--- src/design/sup_pkg.sv ---
// Shared types and constants for the series upsampler (linear / step).
// Used by the front end, the request queue, the back end and the top level.
// No dependencies.
package sup_pkg;

   localparam int VALUE_W     = 48;
   localparam int RATIO_W     = 7;
   localparam int CSR_IDX_W   = 2;
   localparam int CSR_DATA_W  = 7;
   localparam int QUEUE_DEPTH = 2;

   // Register indexes on the configuration port.
   localparam logic [CSR_IDX_W-1:0] CSR_METHOD = 2'd0;
   localparam logic [CSR_IDX_W-1:0] CSR_KIND   = 2'd1;
   localparam logic [CSR_IDX_W-1:0] CSR_RATIO  = 2'd2;

   localparam logic METHOD_LINEAR = 1'b0;
   localparam logic KIND_STOCK    = 1'b0;
   localparam logic KIND_FLOW     = 1'b1;

   localparam logic [RATIO_W-1:0] RATIO_MIN = 7'd2;

   // What the back end does with one request.
   typedef enum logic [1:0] {
      OP_ZERO,
      OP_REPEAT,
      OP_DIVIDE,
      OP_INTERP
   } sup_op_type;

   typedef struct packed {
      sup_op_type         op;
      logic [VALUE_W-1:0] base;   // starting value (previous or current sample)
      logic [VALUE_W:0]   num;    // signed dividend: difference or current sample
      logic [RATIO_W-1:0] ratio;  // clamped sub-period count
   } sup_item_type;

endpackage

--- src/design/sup_front.sv ---
// Front end: configuration registers, previous-sample state and request classification.
// Depends on sup_pkg.
module sup_front #(
   parameter int MAX_RATIO = 64
) (
   input  logic                                 clock,
   input  logic                                 reset,
   input  logic                                 req_valid,
   output logic                                 req_stall,
   input  logic signed [sup_pkg::VALUE_W-1:0]   req_sample_value,
   input  logic                                 req_sample_valid,
   input  logic                                 req_first_of_series,
   input  logic                                 csr_valid,
   output logic                                 csr_ready,
   input  logic [sup_pkg::CSR_IDX_W-1:0]        csr_index,
   input  logic [sup_pkg::CSR_DATA_W-1:0]       csr_wdata,
   input  logic                                 queue_full,
   output logic                                 push,
   output sup_pkg::sup_item_type                push_item
);
   import sup_pkg::*;

   logic                     method_ff, method_in;
   logic                     kind_ff, kind_in;
   logic [RATIO_W-1:0]       ratio_ff, ratio_in;
   logic [VALUE_W-1:0]       prev_sample_ff, prev_sample_in;
   logic                     prev_valid_ff, prev_valid_in;
   logic [RATIO_W-1:0]       ratio_eff;
   logic [VALUE_W:0]         diff;
   logic                     interp;
   logic                     accept;

   assign csr_ready = 1'b1;
   assign req_stall = queue_full;
   assign accept    = req_valid && !req_stall;
   assign push      = accept;

   always_comb begin
      method_in = method_ff;
      kind_in   = kind_ff;
      ratio_in  = ratio_ff;
      if (csr_valid) begin
         unique case (csr_index)
            CSR_METHOD: method_in = csr_wdata[0];
            CSR_KIND:   kind_in   = csr_wdata[0];
            CSR_RATIO:  ratio_in  = csr_wdata[RATIO_W-1:0];
            default:    ;
         endcase
      end
   end

   assign prev_sample_in = accept ? req_sample_value : prev_sample_ff;
   assign prev_valid_in  = accept ? req_sample_valid : prev_valid_ff;

   always_comb begin
      ratio_eff = ratio_ff;
      if (ratio_ff < RATIO_MIN) begin
         ratio_eff = RATIO_MIN;
      end else if (ratio_ff > RATIO_W'(MAX_RATIO)) begin
         ratio_eff = RATIO_W'(MAX_RATIO);
      end

      interp = (method_ff == METHOD_LINEAR) && (kind_ff == KIND_STOCK);
      diff   = {req_sample_value[VALUE_W-1], req_sample_value}
               - {prev_sample_ff[VALUE_W-1], prev_sample_ff};

      push_item.ratio = ratio_eff;
      push_item.base  = req_sample_value;
      push_item.num   = {req_sample_value[VALUE_W-1], req_sample_value};
      push_item.op    = OP_ZERO;

      if (interp) begin
         // Interpolation runs from the previous sample toward the current one.
         push_item.base = prev_sample_ff;
         push_item.num  = diff;
         if (req_sample_valid && prev_valid_ff && !req_first_of_series) begin
            push_item.op = OP_INTERP;
         end
      end else if (req_sample_valid) begin
         push_item.op = (kind_ff == KIND_FLOW) ? OP_DIVIDE : OP_REPEAT;
      end
   end

   always_ff @(posedge clock) begin
      if (reset) begin
         method_ff      <= METHOD_LINEAR;
         kind_ff        <= KIND_STOCK;
         ratio_ff       <= RATIO_W'(4);
         prev_sample_ff <= '0;
         prev_valid_ff  <= 1'b0;
      end else begin
         method_ff      <= method_in;
         kind_ff        <= kind_in;
         ratio_ff       <= ratio_in;
         prev_sample_ff <= prev_sample_in;
         prev_valid_ff  <= prev_valid_in;
      end
   end

endmodule

--- src/design/sup_queue.sv ---
// Short request queue between the front end and the back end.
// Depends on sup_pkg.
module sup_queue (
   input  logic                  clock,
   input  logic                  reset,
   input  logic                  push,
   input  sup_pkg::sup_item_type push_item,
   output logic                  full,
   output logic                  q_valid,
   output sup_pkg::sup_item_type q_item,
   input  logic                  pop
);
   import sup_pkg::*;

   localparam int PTR_W = (QUEUE_DEPTH > 1) ? $clog2(QUEUE_DEPTH) : 1;
   localparam int CNT_W = $clog2(QUEUE_DEPTH + 1);

   sup_item_type       entry_ff [QUEUE_DEPTH];
   logic [PTR_W-1:0]   wr_ptr_ff, wr_ptr_in;
   logic [PTR_W-1:0]   rd_ptr_ff, rd_ptr_in;
   logic [CNT_W-1:0]   count_ff, count_in;
   logic               do_push;
   logic               do_pop;

   assign full    = (count_ff == CNT_W'(QUEUE_DEPTH));
   assign q_valid = (count_ff != '0);
   assign q_item  = entry_ff[rd_ptr_ff];
   assign do_push = push && !full;
   assign do_pop  = pop && q_valid;

   always_comb begin
      wr_ptr_in = wr_ptr_ff;
      rd_ptr_in = rd_ptr_ff;
      count_in  = count_ff;
      if (do_push) begin
         wr_ptr_in = (wr_ptr_ff == PTR_W'(QUEUE_DEPTH - 1)) ? '0 : wr_ptr_ff + 1'b1;
      end
      if (do_pop) begin
         rd_ptr_in = (rd_ptr_ff == PTR_W'(QUEUE_DEPTH - 1)) ? '0 : rd_ptr_ff + 1'b1;
      end
      if (do_push && !do_pop) begin
         count_in = count_ff + 1'b1;
      end else if (do_pop && !do_push) begin
         count_in = count_ff - 1'b1;
      end
   end

   always_ff @(posedge clock) begin
      if (reset) begin
         wr_ptr_ff <= '0;
         rd_ptr_ff <= '0;
         count_ff  <= '0;
      end else begin
         wr_ptr_ff <= wr_ptr_in;
         rd_ptr_ff <= rd_ptr_in;
         count_ff  <= count_in;
      end
      if (do_push) begin
         entry_ff[wr_ptr_ff] <= push_item;
      end
   end

endmodule

--- src/design/sup_back.sv ---
// Back end: bit-serial divider by the ratio (divide and interpolate only), then one sub-period
// result per cycle into the response register unless the output stalls. Depends on sup_pkg.
module sup_back #(
   parameter int MAX_RATIO = 64
) (
   input  logic                               clock,
   input  logic                               reset,
   input  logic                               q_valid,
   input  sup_pkg::sup_item_type              q_item,
   output logic                               pop,
   output logic                               rsp_valid,
   input  logic                               rsp_stall,
   output logic signed [sup_pkg::VALUE_W-1:0] rsp_out_value,
   output logic                               rsp_out_valid,
   output logic                               rsp_last_of_run
);
   import sup_pkg::*;

   localparam int RW  = $clog2(MAX_RATIO + 1);
   localparam int DCW = $clog2(VALUE_W);

   typedef enum logic [1:0] {
      ST_IDLE,
      ST_DIV,
      ST_PREP,
      ST_EMIT
   } state_type;

   state_type          state_ff, state_in;
   sup_op_type         op_ff, op_in;
   logic [VALUE_W-1:0] base_ff, base_in;
   logic               neg_ff, neg_in;
   logic [RW-1:0]      ratio_ff, ratio_in;
   logic [VALUE_W-1:0] quo_ff, quo_in;
   logic [RW-1:0]      rem_ff, rem_in;
   logic [DCW-1:0]     div_cnt_ff, div_cnt_in;
   logic [VALUE_W-1:0] step_ff, step_in;
   logic [VALUE_W-1:0] step1_ff, step1_in;
   logic [VALUE_W-1:0] acc_ff, acc_in;
   logic [RW-1:0]      frac_ff, frac_in;
   logic [RW-1:0]      cnt_ff, cnt_in;
   logic               rsp_valid_ff, rsp_valid_in;
   logic [VALUE_W-1:0] rsp_value_ff, rsp_value_in;
   logic               rsp_ovalid_ff, rsp_ovalid_in;
   logic               rsp_last_ff, rsp_last_in;

   logic [RW:0]        trial;
   logic               trial_ge;
   logic [RW:0]        frac_sum;
   logic               carry;
   logic               out_free;
   logic               last;
   logic [VALUE_W-1:0] next_acc;

   assign rsp_valid       = rsp_valid_ff;
   assign rsp_out_value   = rsp_value_ff;
   assign rsp_out_valid   = rsp_ovalid_ff;
   assign rsp_last_of_run = rsp_last_ff;

   always_comb begin
      trial    = {rem_ff, quo_ff[VALUE_W-1]};
      trial_ge = (trial >= {1'b0, ratio_ff});
      // The fractional part of the running numerator grows by the remainder each
      // sub-period; once it reaches the ratio, the quotient steps one extra unit.
      frac_sum = {1'b0, frac_ff} + {1'b0, rem_ff};
      carry    = (frac_sum >= {1'b0, ratio_ff});
      next_acc = acc_ff + (carry ? step1_ff : step_ff);
      out_free = !rsp_valid_ff || !rsp_stall;
      last     = (cnt_ff == RW'(ratio_ff - 1'b1));

      state_in      = state_ff;
      op_in         = op_ff;
      base_in       = base_ff;
      neg_in        = neg_ff;
      ratio_in      = ratio_ff;
      quo_in        = quo_ff;
      rem_in        = rem_ff;
      div_cnt_in    = div_cnt_ff;
      step_in       = step_ff;
      step1_in      = step1_ff;
      acc_in        = acc_ff;
      frac_in       = frac_ff;
      cnt_in        = cnt_ff;
      rsp_valid_in  = rsp_valid_ff && rsp_stall;
      rsp_value_in  = rsp_value_ff;
      rsp_ovalid_in = rsp_ovalid_ff;
      rsp_last_in   = rsp_last_ff;
      pop           = 1'b0;

      unique case (state_ff)
         ST_IDLE: begin
            if (q_valid) begin
               pop        = 1'b1;
               op_in      = q_item.op;
               base_in    = q_item.base;
               neg_in     = q_item.num[VALUE_W];
               ratio_in   = q_item.ratio[RW-1:0];
               quo_in     = q_item.num[VALUE_W] ? (~q_item.num[VALUE_W-1:0] + 1'b1)
                                                : q_item.num[VALUE_W-1:0];
               rem_in     = '0;
               div_cnt_in = DCW'(VALUE_W - 1);
               acc_in     = q_item.base;
               frac_in    = '0;
               cnt_in     = '0;
               state_in   = (q_item.op == OP_DIVIDE || q_item.op == OP_INTERP) ? ST_DIV
                                                                               : ST_EMIT;
            end
         end
         ST_DIV: begin
            rem_in     = trial_ge ? RW'(trial - {1'b0, ratio_ff}) : trial[RW-1:0];
            quo_in     = {quo_ff[VALUE_W-2:0], trial_ge};
            div_cnt_in = div_cnt_ff - 1'b1;
            if (div_cnt_ff == '0) begin
               state_in = ST_PREP;
            end
         end
         ST_PREP: begin
            // Signed quotient step, and the same step one unit larger in magnitude.
            step_in  = neg_ff ? (~quo_ff + 1'b1) : quo_ff;
            step1_in = neg_ff ? ~quo_ff : (quo_ff + 1'b1);
            state_in = ST_EMIT;
         end
         ST_EMIT: begin
            if (out_free) begin
               rsp_valid_in = 1'b1;
               rsp_last_in  = last;
               cnt_in       = cnt_ff + 1'b1;
               unique case (op_ff)
                  OP_ZERO: begin
                     rsp_value_in  = '0;
                     rsp_ovalid_in = 1'b0;
                  end
                  OP_REPEAT: begin
                     rsp_value_in  = base_ff;
                     rsp_ovalid_in = 1'b1;
                  end
                  OP_DIVIDE: begin
                     rsp_value_in  = step_ff;
                     rsp_ovalid_in = 1'b1;
                  end
                  OP_INTERP: begin
                     rsp_value_in  = next_acc;
                     rsp_ovalid_in = 1'b1;
                     acc_in        = next_acc;
                     frac_in       = carry ? RW'(frac_sum - {1'b0, ratio_ff})
                                           : frac_sum[RW-1:0];
                  end
               endcase
               if (last) begin
                  state_in = ST_IDLE;
               end
            end
         end
      endcase
   end

   always_ff @(posedge clock) begin
      if (reset) begin
         state_ff     <= ST_IDLE;
         rsp_valid_ff <= 1'b0;
      end else begin
         state_ff     <= state_in;
         rsp_valid_ff <= rsp_valid_in;
      end
      op_ff         <= op_in;
      base_ff       <= base_in;
      neg_ff        <= neg_in;
      ratio_ff      <= ratio_in;
      quo_ff        <= quo_in;
      rem_ff        <= rem_in;
      div_cnt_ff    <= div_cnt_in;
      step_ff       <= step_in;
      step1_ff      <= step1_in;
      acc_ff        <= acc_in;
      frac_ff       <= frac_in;
      cnt_ff        <= cnt_in;
      rsp_value_ff  <= rsp_value_in;
      rsp_ovalid_ff <= rsp_ovalid_in;
      rsp_last_ff   <= rsp_last_in;
   end

endmodule

--- src/design/series_upsampler_lin_step_top.sv ---
// Data path: a request is accepted into the request queue; the back end takes it when idle,
// runs divide and interpolate requests through the bit-serial divider and a prep step, and
// passes every result through the response register.
// Throughput: each request gives R results (R = clamped ratio), one result per cycle while
// the output is not stalled; the back end takes a new request only after its last result.
// Reset (synchronous, active high) restores linear stock mode with ratio 4, forgets the
// previous sample and empties the request queue.
module series_upsampler_lin_step_top #(
   parameter int MAX_RATIO = 64
) (
   input  logic                               clock,
   input  logic                               reset,
   input  logic                               req_valid,
   output logic                               req_stall,
   input  logic signed [sup_pkg::VALUE_W-1:0] req_sample_value,
   input  logic                               req_sample_valid,
   input  logic                               req_first_of_series,
   output logic                               rsp_valid,
   input  logic                               rsp_stall,
   output logic signed [sup_pkg::VALUE_W-1:0] rsp_out_value,
   output logic                               rsp_out_valid,
   output logic                               rsp_last_of_run,
   input  logic                               csr_valid,
   output logic                               csr_ready,
   input  logic [sup_pkg::CSR_IDX_W-1:0]      csr_index,
   input  logic [sup_pkg::CSR_DATA_W-1:0]     csr_wdata
);
   import sup_pkg::*;

   logic         push;
   sup_item_type push_item;
   logic         queue_full;
   logic         q_valid;
   sup_item_type q_item;
   logic         pop;

   sup_front #(
      .MAX_RATIO (MAX_RATIO)
   ) u_front (
      .clock               (clock),
      .reset               (reset),
      .req_valid           (req_valid),
      .req_stall           (req_stall),
      .req_sample_value    (req_sample_value),
      .req_sample_valid    (req_sample_valid),
      .req_first_of_series (req_first_of_series),
      .csr_valid           (csr_valid),
      .csr_ready           (csr_ready),
      .csr_index           (csr_index),
      .csr_wdata           (csr_wdata),
      .queue_full          (queue_full),
      .push                (push),
      .push_item           (push_item)
   );

   sup_queue u_queue (
      .clock     (clock),
      .reset     (reset),
      .push      (push),
      .push_item (push_item),
      .full      (queue_full),
      .q_valid   (q_valid),
      .q_item    (q_item),
      .pop       (pop)
   );

   sup_back #(
      .MAX_RATIO (MAX_RATIO)
   ) u_back (
      .clock           (clock),
      .reset           (reset),
      .q_valid         (q_valid),
      .q_item          (q_item),
      .pop             (pop),
      .rsp_valid       (rsp_valid),
      .rsp_stall       (rsp_stall),
      .rsp_out_value   (rsp_out_value),
      .rsp_out_valid   (rsp_out_valid),
      .rsp_last_of_run (rsp_last_of_run)
   );

endmodule

--- config.mk ---
export PLATFORM = sky130hd
export DESIGN_NAME = series_upsampler_lin_step_top
export DESIGN_NICKNAME = d
export VERILOG_FILES = /design/src/design/sup_pkg.sv /design/src/design/sup_front.sv /design/src/design/sup_queue.sv /design/src/design/sup_back.sv /design/src/design/series_upsampler_lin_step_top.sv
export SDC_FILE = /design/constraint.sdc
export NUM_CORES = 1
export LEC_CHECK = 0
export BUFFER_PORTS_ARGS = -buffer_cell sky130_fd_sc_hd__buf_2
export CAP_MARGIN = 10
export CORE_MARGIN = 3
export CORE_UTILIZATION = 35
export CTS_BUF_LIST = sky130_fd_sc_hd__clkbuf_8
export DETAILED_ROUTE_END_ITERATION = 16
export MAX_ROUTING_LAYER = met4
export PLACE_DENSITY = 0.52
export SETUP_SLACK_MARGIN = 0.4
export SLEW_MARGIN = 20
export SYNTH_ARGS = -nofsm -noshare
export SYNTH_HDL_FRONTEND = slang
export SYNTH_SLANG_ARGS = --single-unit
--- constraint.sdc ---
create_clock -name clock -period 8.6 [get_ports clock]
set_input_delay 1.29 -clock clock [delete_from_list [all_inputs] [get_ports clock]]
set_output_delay 1.29 -clock clock [all_outputs]
set_load 0.1 [all_outputs]
; ---- Word level (Yosys, flattened, before mapping)
; Memory sizes are Yosys's and may differ from the RTL's. A register that Yosys moved wholly into a read port is not among the register bits.
; Cells that the tools add are included.
[word_totals]
out_inout_bits = 53
register_bits = 392
ramBits = 212
wordCells = 149
latchBits = 0
mem_bits_ro = 0
input_bits = 64
n_memories = 1
[memory_table]
columns = memory, words, width, read_ports, rd_clocked_by_memory_dff, wr, line
row1 = u_queue.entry_ff, 2, 106, 1, 1, 1, sup_queue.sv:18  ; sup_item_type entry_ff [QUEUE_DEPTH];
[op_classes]
add_sub_neg = 15
shifts = 0
n_eq_ne = 17
n_lt_le_gt_ge = 4
n_reduce_logical = 35
n_bitwise = 4
n_mux = 48
div = 0
multipliers = 0
[op_table]
columns = cell, n
row1 = 2-to-1 mux 48 bit, 8
row2 = one-hot mux 48 bit (2 select lines), 2
row3 = one-hot mux 48 bit (4 select lines), 1
row4 = "adder 48 x 1 -> 48 bit, second input constant", 3
row5 = 2-to-1 mux 97 bit, 1
row6 = inverter 48 bit, 2
row7 = 2-to-1 mux 7 bit, 8
row8 = subtractor 48 x 48 -> 49 bit, 1
row9 = adder 48 bit, 1
row10 = one-hot mux 7 bit (2 select lines), 3
row11 = 2-to-1 mux 2 bit, 11
row12 = "== test 2 bit, second input constant", 8
row13 = greater-or-equal comparator 8 x 7 -> 1 bit, 2
row14 = subtractor 7 bit, 2
row15 = one-hot mux 6 bit (2 select lines), 1
row16 = AND reduction 2 bit, 6
row17 = 2-to-1 mux 1 bit, 10
row18 = logical AND 1 bit, 9
row19 = adder 7 x 7 -> 8 bit, 1
row20 = one-hot mux 2 bit (4 select lines), 1
row21 = AND reduction 4 bit, 2
row22 = nonzero test 2 bit, 4
row23 = "adder 7 x 1 -> 7 bit, second input constant", 1
row24 = == test 7 bit, 1
row25 = other kinds (19), 34

; ---- Longest topological paths before layout
; Gate-level depths: netlist (run 1).
[logic_depth]
depth_word = 8
depth_mapped = 25

; ---- Modules after synthesis
; A second synthesis (run 1) with hierarchy kept.
[unflattened]
hier_cells = 2994
hier_area_um2 = 33523.4
[modules_own_cells]
columns = mod, n_inst, seq_area_each_um2, cells_each, area_each_um2
row1 = sup_back, 1, 9879.5, 1744, 19598.8
row2 = sup_queue, 1, 6466.2, 355, 8027.7
row3 = sup_front, 1, 1161.1, 895, 5896.9

; ---- Worst setup path after synthesis (run 1)
; Ideal clock, no wire load.
[synth_timing]
path_type = input-to-reg
from = input port req_valid
to = memory u_queue.entry_ff[0][0] (netlist name) (enable)
path_buffers = 1
slack_ns = 2.000
t_arrival_ns = 6.027
required_ns = 8.028
setup_time_ns = 0.572
stages = 3
path_cell_list = nand2_1 clkbuf_1 nor2_1
[synth_between]
elab_chain_cells = 4
[synth_lines]
columns = element, line
row1 = start: declaration, series_upsampler_lin_step_top.sv:13  ; input logic req_valid,
row2 = logical AND 1 bit, sup_front.sv:35  ; assign accept = req_valid && !req_stall;
row3 = logical AND 1 bit, sup_queue.sv:28  ; assign do_push = push && !full;
row4 = 2-to-1 mux 1 bit, sup_queue.sv:58  ; if (do_push) begin
row5 = 2-to-1 mux 1 bit (not written as such), sup_queue.sv:59  ; entry_ff[wr_ptr_ff] <= push_item;
row6 = end: declaration, sup_queue.sv:18
; No other way between the ends.

; ---- Worst setup path in the final report (run 1)
[layout_timing]
from = register u_back.rem_ff[0]
to = register u_back.acc_ff[43] (data pin)
[layout_between]
elab_chain_cells = 7
[layout_lines]
columns = element, line
row1 = start: declaration, sup_back.sv:35  ; logic [RW-1:0] rem_ff, rem_in;
row2 = start signal: assignment, sup_back.sv:170  ; rem_ff <= rem_in;
row3 = adder 7 x 7 -> 8 bit, sup_back.sv:65  ; frac_sum = {1'b0, frac_ff} + {1'b0, rem_ff};
row4 = greater-or-equal comparator 8 x 7 -> 1 bit, sup_back.sv:66  ; carry = (frac_sum >= {1'b0, ratio_ff});
row5 = 2-to-1 mux 48 bit, sup_back.sv:67  ; next_acc = acc_ff + (carry ? step1_ff : step_ff);
row6 = adder 48 bit, sup_back.sv:67
row7 = 2-to-1 mux 48 bit, sup_back.sv:128  ; unique case (op_ff)
row8 = 2-to-1 mux 48 bit, sup_back.sv:124  ; if (out_free) begin
row9 = one-hot mux 48 bit (2 select lines), sup_back.sv:90  ; unique case (state_ff)
row10 = named net u_back.acc_in[43], sup_back.sv:39  ; logic [VALUE_W-1:0] acc_ff, acc_in;
row11 = end signal: assignment, sup_back.sv:174  ; acc_ff <= acc_in;
row12 = end: declaration, sup_back.sv:39
; The timed path passes the listed nets, and every way through them passes these cells. The select of a mux whose other input is x is not followed.
; A chain may end at the register's enable or synchronous reset.

==> summary.md, run 1 <==
| Metric | Value |
|---|---|
| Area Growth Syn to Fin | 11.6% |
| Sequential cell area fraction in the yosys report | 52.5% |
| Main combinational cell family by area after synthesis | compound AO/OA/AOI/OAI gates |
| Maximum root-to-sink buffer count | 3 |
| Root Driver | clkbuf_8 |
| Crit. End Element | register |
| Gpl congestion | 0.886 |
| CP Class | register to register |
| Placeable Area | 0.0939 mm² |
| Starting density of the core | about 36% |
| Largest net degree at the start of global routing | 98 |
| Most frequent cells in the layout | 539 x edfxtp_1, 319 x nand2_1, 247 x o21ai_0 |
| Hold Crit Class | register to register |
| Ys async rst share | 0% |
| Critical Path Start Type | register |
| Synth Area in XOR/XNOR | just under 7% |
| Post-synth top area share | a little under 50% |
| Max_cap viols | 0 |
| Post-synth EDFFs | approximately 540 |
| Fmax | 0.146 GHz |
| Worst-margin pin slew | 1.09 ns |
| Share of post-route cells with drive strength above 1 | 14.5% |
| Run status | complete, no violations |
| Post-Syn Nets | 3293 |
| Cts bufs inserted | 107 |
| Number of synthesized register bits | 605 |
| Num rows | about 110 |
| Post-Syn Area | approximately 0.033 mm² |
| Setup violators final | 0 |
| Hold buffers post-CTS | 0 |
| 1st-iter DRT viols | ~1500 |
| Slew Limit Fails | 0 |
| GRT overflow | 0 |
| Placed insts | about 4300 |
| CTS tree | done |
| Post-CTS Setup Bufs | 0 |
| Synth Area in Compound Gates | about 14% |
| H-tree depth | 3 |
| Vias per inst | roughly 5.1 |
| Register area | 0.0175 mm² |
| Cell Area, Placed | approximately 0.035 mm² |
| Commonest non-fill, non-tap cell in the layout | edfxtp_1 |
| Fin cells | 4509 |
| Routed Antenna Nets | 0 |
| Tcrit/Tclk final | 79.9% |
| CP arrival | 7.29 ns |
| Setup TNS | 0 ns |
| Hold slack | about 0.45 ns |
| Die ar. | 0.0991 mm² |
| Synthesized area per cell | 10.8 µm² |
| Max FO, Critical Path | 25 |
| Antenna violations before repair | 2 |
| Synth cell types | 72 |
| Final #Nets | 3366 |
| Port Buffers | between 100 and 150 |
| Routed via count | 22900 |
| Skew-Pair Late Insertion Delay | approximately 0.71 ns |
| Final hold vios | 0 |
| RSZ-0062 raised after global routing | false |
| Top cells by area, synth | edfxtp_1 49%, mux2_2 5.1%, xnor2_1 4.9% |
| Most used DFF post-synth | edfxtp_1 |
| Post-route DRC | 0 |
| Min Tclk post-route | roughly 7 ns |
| Total wire length | 85200 µm |
| All-Layer GR Usage | about 17% |
| Worst path required time | 9.03 ns |
| Cts repair resizes | 0 |
| Vias in the first global route | 22100 |
| Final Cell Area | 0.0372 mm² |
| Clock Sinks | 605 |
| Leading area contributor after synthesis | edfxtp_1 |
| Simple-Gate Fraction of Synth Area | 11.5% |
| Area of the multi-input gates | 0.0149 mm² |
| Relative slew slack | about 27% |
| Global-route wire length before repair | 131000 µm |
| Skew final | roughly 0.029 ns |
| 1st-pass router iterations | 5 |
| Placed wire-length estimate | 62000 µm |
| Post-Synth Adder-Cell Area | under 10% |
| Top Ports | 117 |
| Clk slew on worst S/H paths | 0.06 ns |
| Post-synthesis cell count | 3094 |
| # fillers | about 9300 |
| YS warnings | 0 |
| Die X | 315 µm |
| Average wire per standard cell | 18.9 µm |
| Mux share of post-synthesis cell area | ~6.8% |
| Die Ht | about 310 µm |
worst max-delay path, stage by stage, from the launching register on:
cell and delay (ns):
edfxtp_1 0.45, ha_1 0.24, fa_1 0.41, a21o_1 0.20, a21oi_1 0.23, xnor2_1 0.17
ha_1 0.29, a211oi_1 0.23, o21ai_0 0.12, a21oi_1 0.18, and2_2 0.32, buf_4 0.38
buf_4 0.42, mux2_2 0.39, ha_1 0.35, a21o_1 0.21, a211o_1 0.29, a21oi_1 0.12
o21ai_0 0.10, a31oi_1 0.45, o21bai_1 0.22, a221oi_1 0.50, xor2_1 0.18, a21oi_1 0.08
synth_stat cells, drive strengths merged, types with 36 or more instances:
library cell / n
nor2: 235
a21oi: 232
o21ai: 249
xnor2: 187
clkbuf: 153
mux2i: 54
xor2: 75
inv: 96
ha: 130
edfxtp: 539
mux2: 152
nand2: 320
nor3: 39
a21o: 58
a31oi: 40
dfxtp: 66
nand4: 36
metal layers:
layer	wire length [µm]	track usage [%]	share of wire, %	up-vias
met5	0	-	0	-
met1	45700	26.7	54	10900
li1	-	-	-	11500
met3	3970	2.79	4.7	97
met2	33600	23.5	39	486
met4	1910	4.93	2.2	0
through the flow:
step / worst slack [ns] / utilization (%)
after floorplan: 2.00 / -
after global placement: 1.81 / 37.4
after detailed placement: 1.78 / 37.4
after CTS: 1.76 / 39.7
after global routing: 1.22 / 39.7
final: 1.73 / 39.7
sequential cells by signal, indices dropped and copies added, names as in the netlist, 48 cells and up, named ones only:
name,flops
u_back.acc_ff,48
u_back.base_ff,48
u_back.quo_ff,48
u_back.rsp_out_value,48
u_back.step1_ff,48
u_back.step_ff,48
u_front.prev_sample_ff,48
u_queue.entry_ff,212
area by class of cell:
cell class | instances | share of cell area, %
Sequential cell | 605 | 47.0
Multi-Input combinational cell | 2212 | 39.9
Tap cell | 1254 | 4.21
Clock buffer | 110 | 4.06
Timing Repair Buffer | 144 | 2.13
Clock inverter | 85 | 1.65
Inverter | 97 | 0.977
Antenna cell | 2 | 0.0134
worst paths after layout:
| check | startpoint | end | slack, ns | cells after the start |
|---|---|---|---|---|
| max reg2reg | u_back.rem_ff[0] | u_back.acc_ff[43] | 1.73 | 23 |
| min reg2reg | u_front.prev_sample_ff[26] | u_front.prev_sample_ff[26] | 0.45 | 2 |
| min | u_front.prev_sample_ff[26] | u_front.prev_sample_ff[26] | 0.45 | 2 |
| max | u_back.rem_ff[0] | u_back.acc_ff[43] | 1.73 | 23 |
logic make-up after synthesis:
logic type                 Yosys count
adders and majority gates          135
other                                1
DFF                                605
and+or+nand+nor                    834
AOI/OAI and AO/OA                  774
buffers and inverters              277
xor gates and xnor gates           262
muxes                              206
Power of run 1 is not shown: default switching activity piles up to over one toggle a cycle in this logic, so the estimate is an artifact.
==> inputs of run 2 (changes only) <==
Settings changed: PLACE_DENSITY 0.52 to 0.54.
Clock period 8.6 ns to 6.2 ns, I/O delays scaled along.
==> summary.md, run 2 (synthesized netlist as in run 1, its figures left out) <==
| Metric | Value |
|---|---|
| Root Driver | clkbuf_8 |
| GRT overflow | 0 |
| Vias in the first global route | 22600 |
| Port Buffers | 115 |
| Crit path max-delay cell type | edfxtp_1 |
| Crit path from | u_back.rem_ff[0] |
| Average wire per standard cell | 18.8 µm |
| Clk slew on worst S/H paths | approximately 0.060 ns |
| Critical Path End | u_back.rsp_out_value[32] |
| Die ar. | a little under 0.1 mm² |
| Routed Antenna Nets | 0 |
| Post-route DRC | 0 |
| Slew Limit Fails | 0 |
| Most frequent cells in the layout | 539 x edfxtp_1, 318 x nand2_1, 233 x nor2_1 |
| Global-route wire length before repair | between 100000 and 150000 µm |
| Worst reg2reg path depth | 24 |
| Max_cap viols | 0 |
| FF-to-FF End | u_back.rsp_out_value[32] |
| Die X | 315 µm |
| Die Ht | 315 µm |
| Crit path cell chain | ha_2 > fa_2 > a21o_1 > a21oi_2 > o21bai_1 > a21oi_1 > xnor2_1 > ha_1 > o21a_1 > a21oi_2 > and2_4 > buf_12 > mux2_2 > ha_4 > a21o_1 > a31o_2 > a211o_1 > a21o_1 > o31a_1 > buf_6 > a31oi_4 > xnor2_2 > mux2_4 > a22o_1 |
| CTS tree | done |
| CP arrival | 6.12 ns |
| Hold Crit Class | input pin to register |
| Commonest non-fill, non-tap cell in the layout | edfxtp_1 |
| H-tree depth | 3 |
| Max stage delay on crit path | approximately 0.4 ns |
| Max reg flops | 212 |
| Pre-CTS setup slack | -0.0128 ns |
| Area Growth Syn to Fin | 14.6% |
| FF-to-FF setup slack | 0.55 ns |
| Tcrit/Tclk final | 91.1% |
| 1st-pass router iterations | 5 |
| Worst-margin pin slew | 1.01 ns |
| All-Layer GR Usage | 17.6% |
| Antenna violations before repair | 3 |
| Vias per inst | 5.09 |
| Setup violators final | 0 |
| Largest net degree at the start of global routing | between 100 and 150 |
| Hold buffers post-CTS | 0 |
| Relative slew slack | roughly 33% |
| Crit. End Element | register |
| Gpl congestion | 0.872 |
| Placed wire-length estimate | roughly 63000 µm |
| # fillers | 9128 |
| Fin cells | 4577 |
| Min Tclk post-route | 5.65 ns |
| Most frequent cell on the critical path | a21o_1 |
| Cts bufs inserted | 105 |
| Max FO, Critical Path | 7 |
| CP Class | register to register |
| 1st-iter DRT viols | 1599 |
| Fmax | 0.177 GHz |
| Final hold vios | 0 |
| Run status | complete, no violations |
| Routed via count | 23300 |
| Share of post-route cells with drive strength above 1 | a little under a fifth |
| Clock Sinks | 605 |
| Final #Nets | about 3400 |
| Worst R2R Start | u_back.rem_ff[0] |
| Num rows | 112 |
| Critical Path Start Type | register |
| Maximum root-to-sink buffer count | 3 |
| Largest Register | u_queue.entry_ff |
| Top Ports | around 120 |
| RSZ-0062 raised after global routing | true |
| Starting density of the core | 35.5% |
| Worst setup margin | 0.550 ns |
| Placeable Area | approximately 0.094 mm² |
| Worst path required time | ~6.7 ns |
| Skew final | between 0.03 and 0.04 ns |
| Total wire length | 86200 µm |
| Placed insts | 4363 |
| Skew-Pair Late Insertion Delay | 0.73 ns |
-- run 2: changes by cell type in the layout (fill, tap and decap cells not counted), moves of 4 or more --
| cell | change |
|---|---|
| ha_4 | +6 |
| o21ai_2 | +5 |
| a21oi_2 | +14 |
| ha_2 | +11 |
| o21ai_1 | +10 |
| clkinv_2 | +8 |
| a21oi_1 | -16 |
| buf_4 | +62 |
| a31oi_1 | -6 |
| ha_1 | -17 |
| a211oi_1 | -4 |
| inv_1 | -10 |
| o21ai_0 | -15 |
-- run 2: repair_timing --
action,in CTS,in global routing
cloned,0,2
setup endpoints to repair,41,52
pin swaps,5,19
gates resized for setup,17,87
buffers inserted,2,14
-- run 2: how the worst min path moves through the flow --
stage | start | to | slack (ns) | cells after the start
final | csr_wdata[2] | u_front.ratio_ff[2] | 0.45 | 3
after global routing | csr_wdata[2] | u_front.ratio_ff[2] | 0.40 | 3
after CTS | csr_wdata[2] | u_front.ratio_ff[2] | 0.37 | 3
after detailed placement | u_front.prev_sample_ff[24] | u_front.prev_sample_ff[24] | 0.45 | 2
after global placement | u_front.prev_sample_ff[13] | u_front.prev_sample_ff[13] | 0.44 | 2
after floorplan | u_front.prev_sample_ff[10] | u_front.prev_sample_ff[10] | 0.44 | 2
-- run 2: per-stage QoR --
stage,area [µm²],hold slack (ns),utilization [%],setup TNS (ns)
after global routing,38200,0.401,40.7,0
after CTS,37700,0.367,40.2,0
after floorplan,33400,0.436,-,0
final,38200,0.448,40.7,0
after detailed placement,35500,0.447,37.8,-0.0128
after global placement,35500,0.441,37.8,-0.000388
-- run 2: layer usage --
| metal | vias to the layer above | global-route usage (%) | share of wire (%) |
|---|---|---|---|
| li1 | 11600 | - | - |
| met1 | 11000 | 26.6 | 52 |
| met2 | 540 | 24.3 | 41 |
| met3 | 106 | 2.78 | 5.0 |
| met4 | 0 | 4.08 | 1.6 |
| met5 | - | - | 0 |
-- run 2: worst max-delay path: cells and delay by family (launching register included) --
kind                       cells  cell delay, ns
buffers and inverters          2            0.29
muxes                          2            0.65
adders and majority gates      4            1.07
and+or+nand+nor                1            0.23
DFF                            1            0.39
xor gates and xnor gates       2            0.25
AOI/OAI and AO/OA             13            2.50
-- run 2: area by class of cell --
type                            count  area [µm²]  area share, %
Antenna cell                        4        10.0         0.0262
Clock buffer                      109        1500           3.92
Clock inverter                     83         597           1.56
Inverter                           97         364          0.952
Multi-Input combinational cell   2212       15300           40.0
Sequential cell                   605       17500           45.8
Tap cell                         1254        1570           4.10
Timing Repair Buffer              213        1400           3.66
Power of run 2 is left out for the same reason.
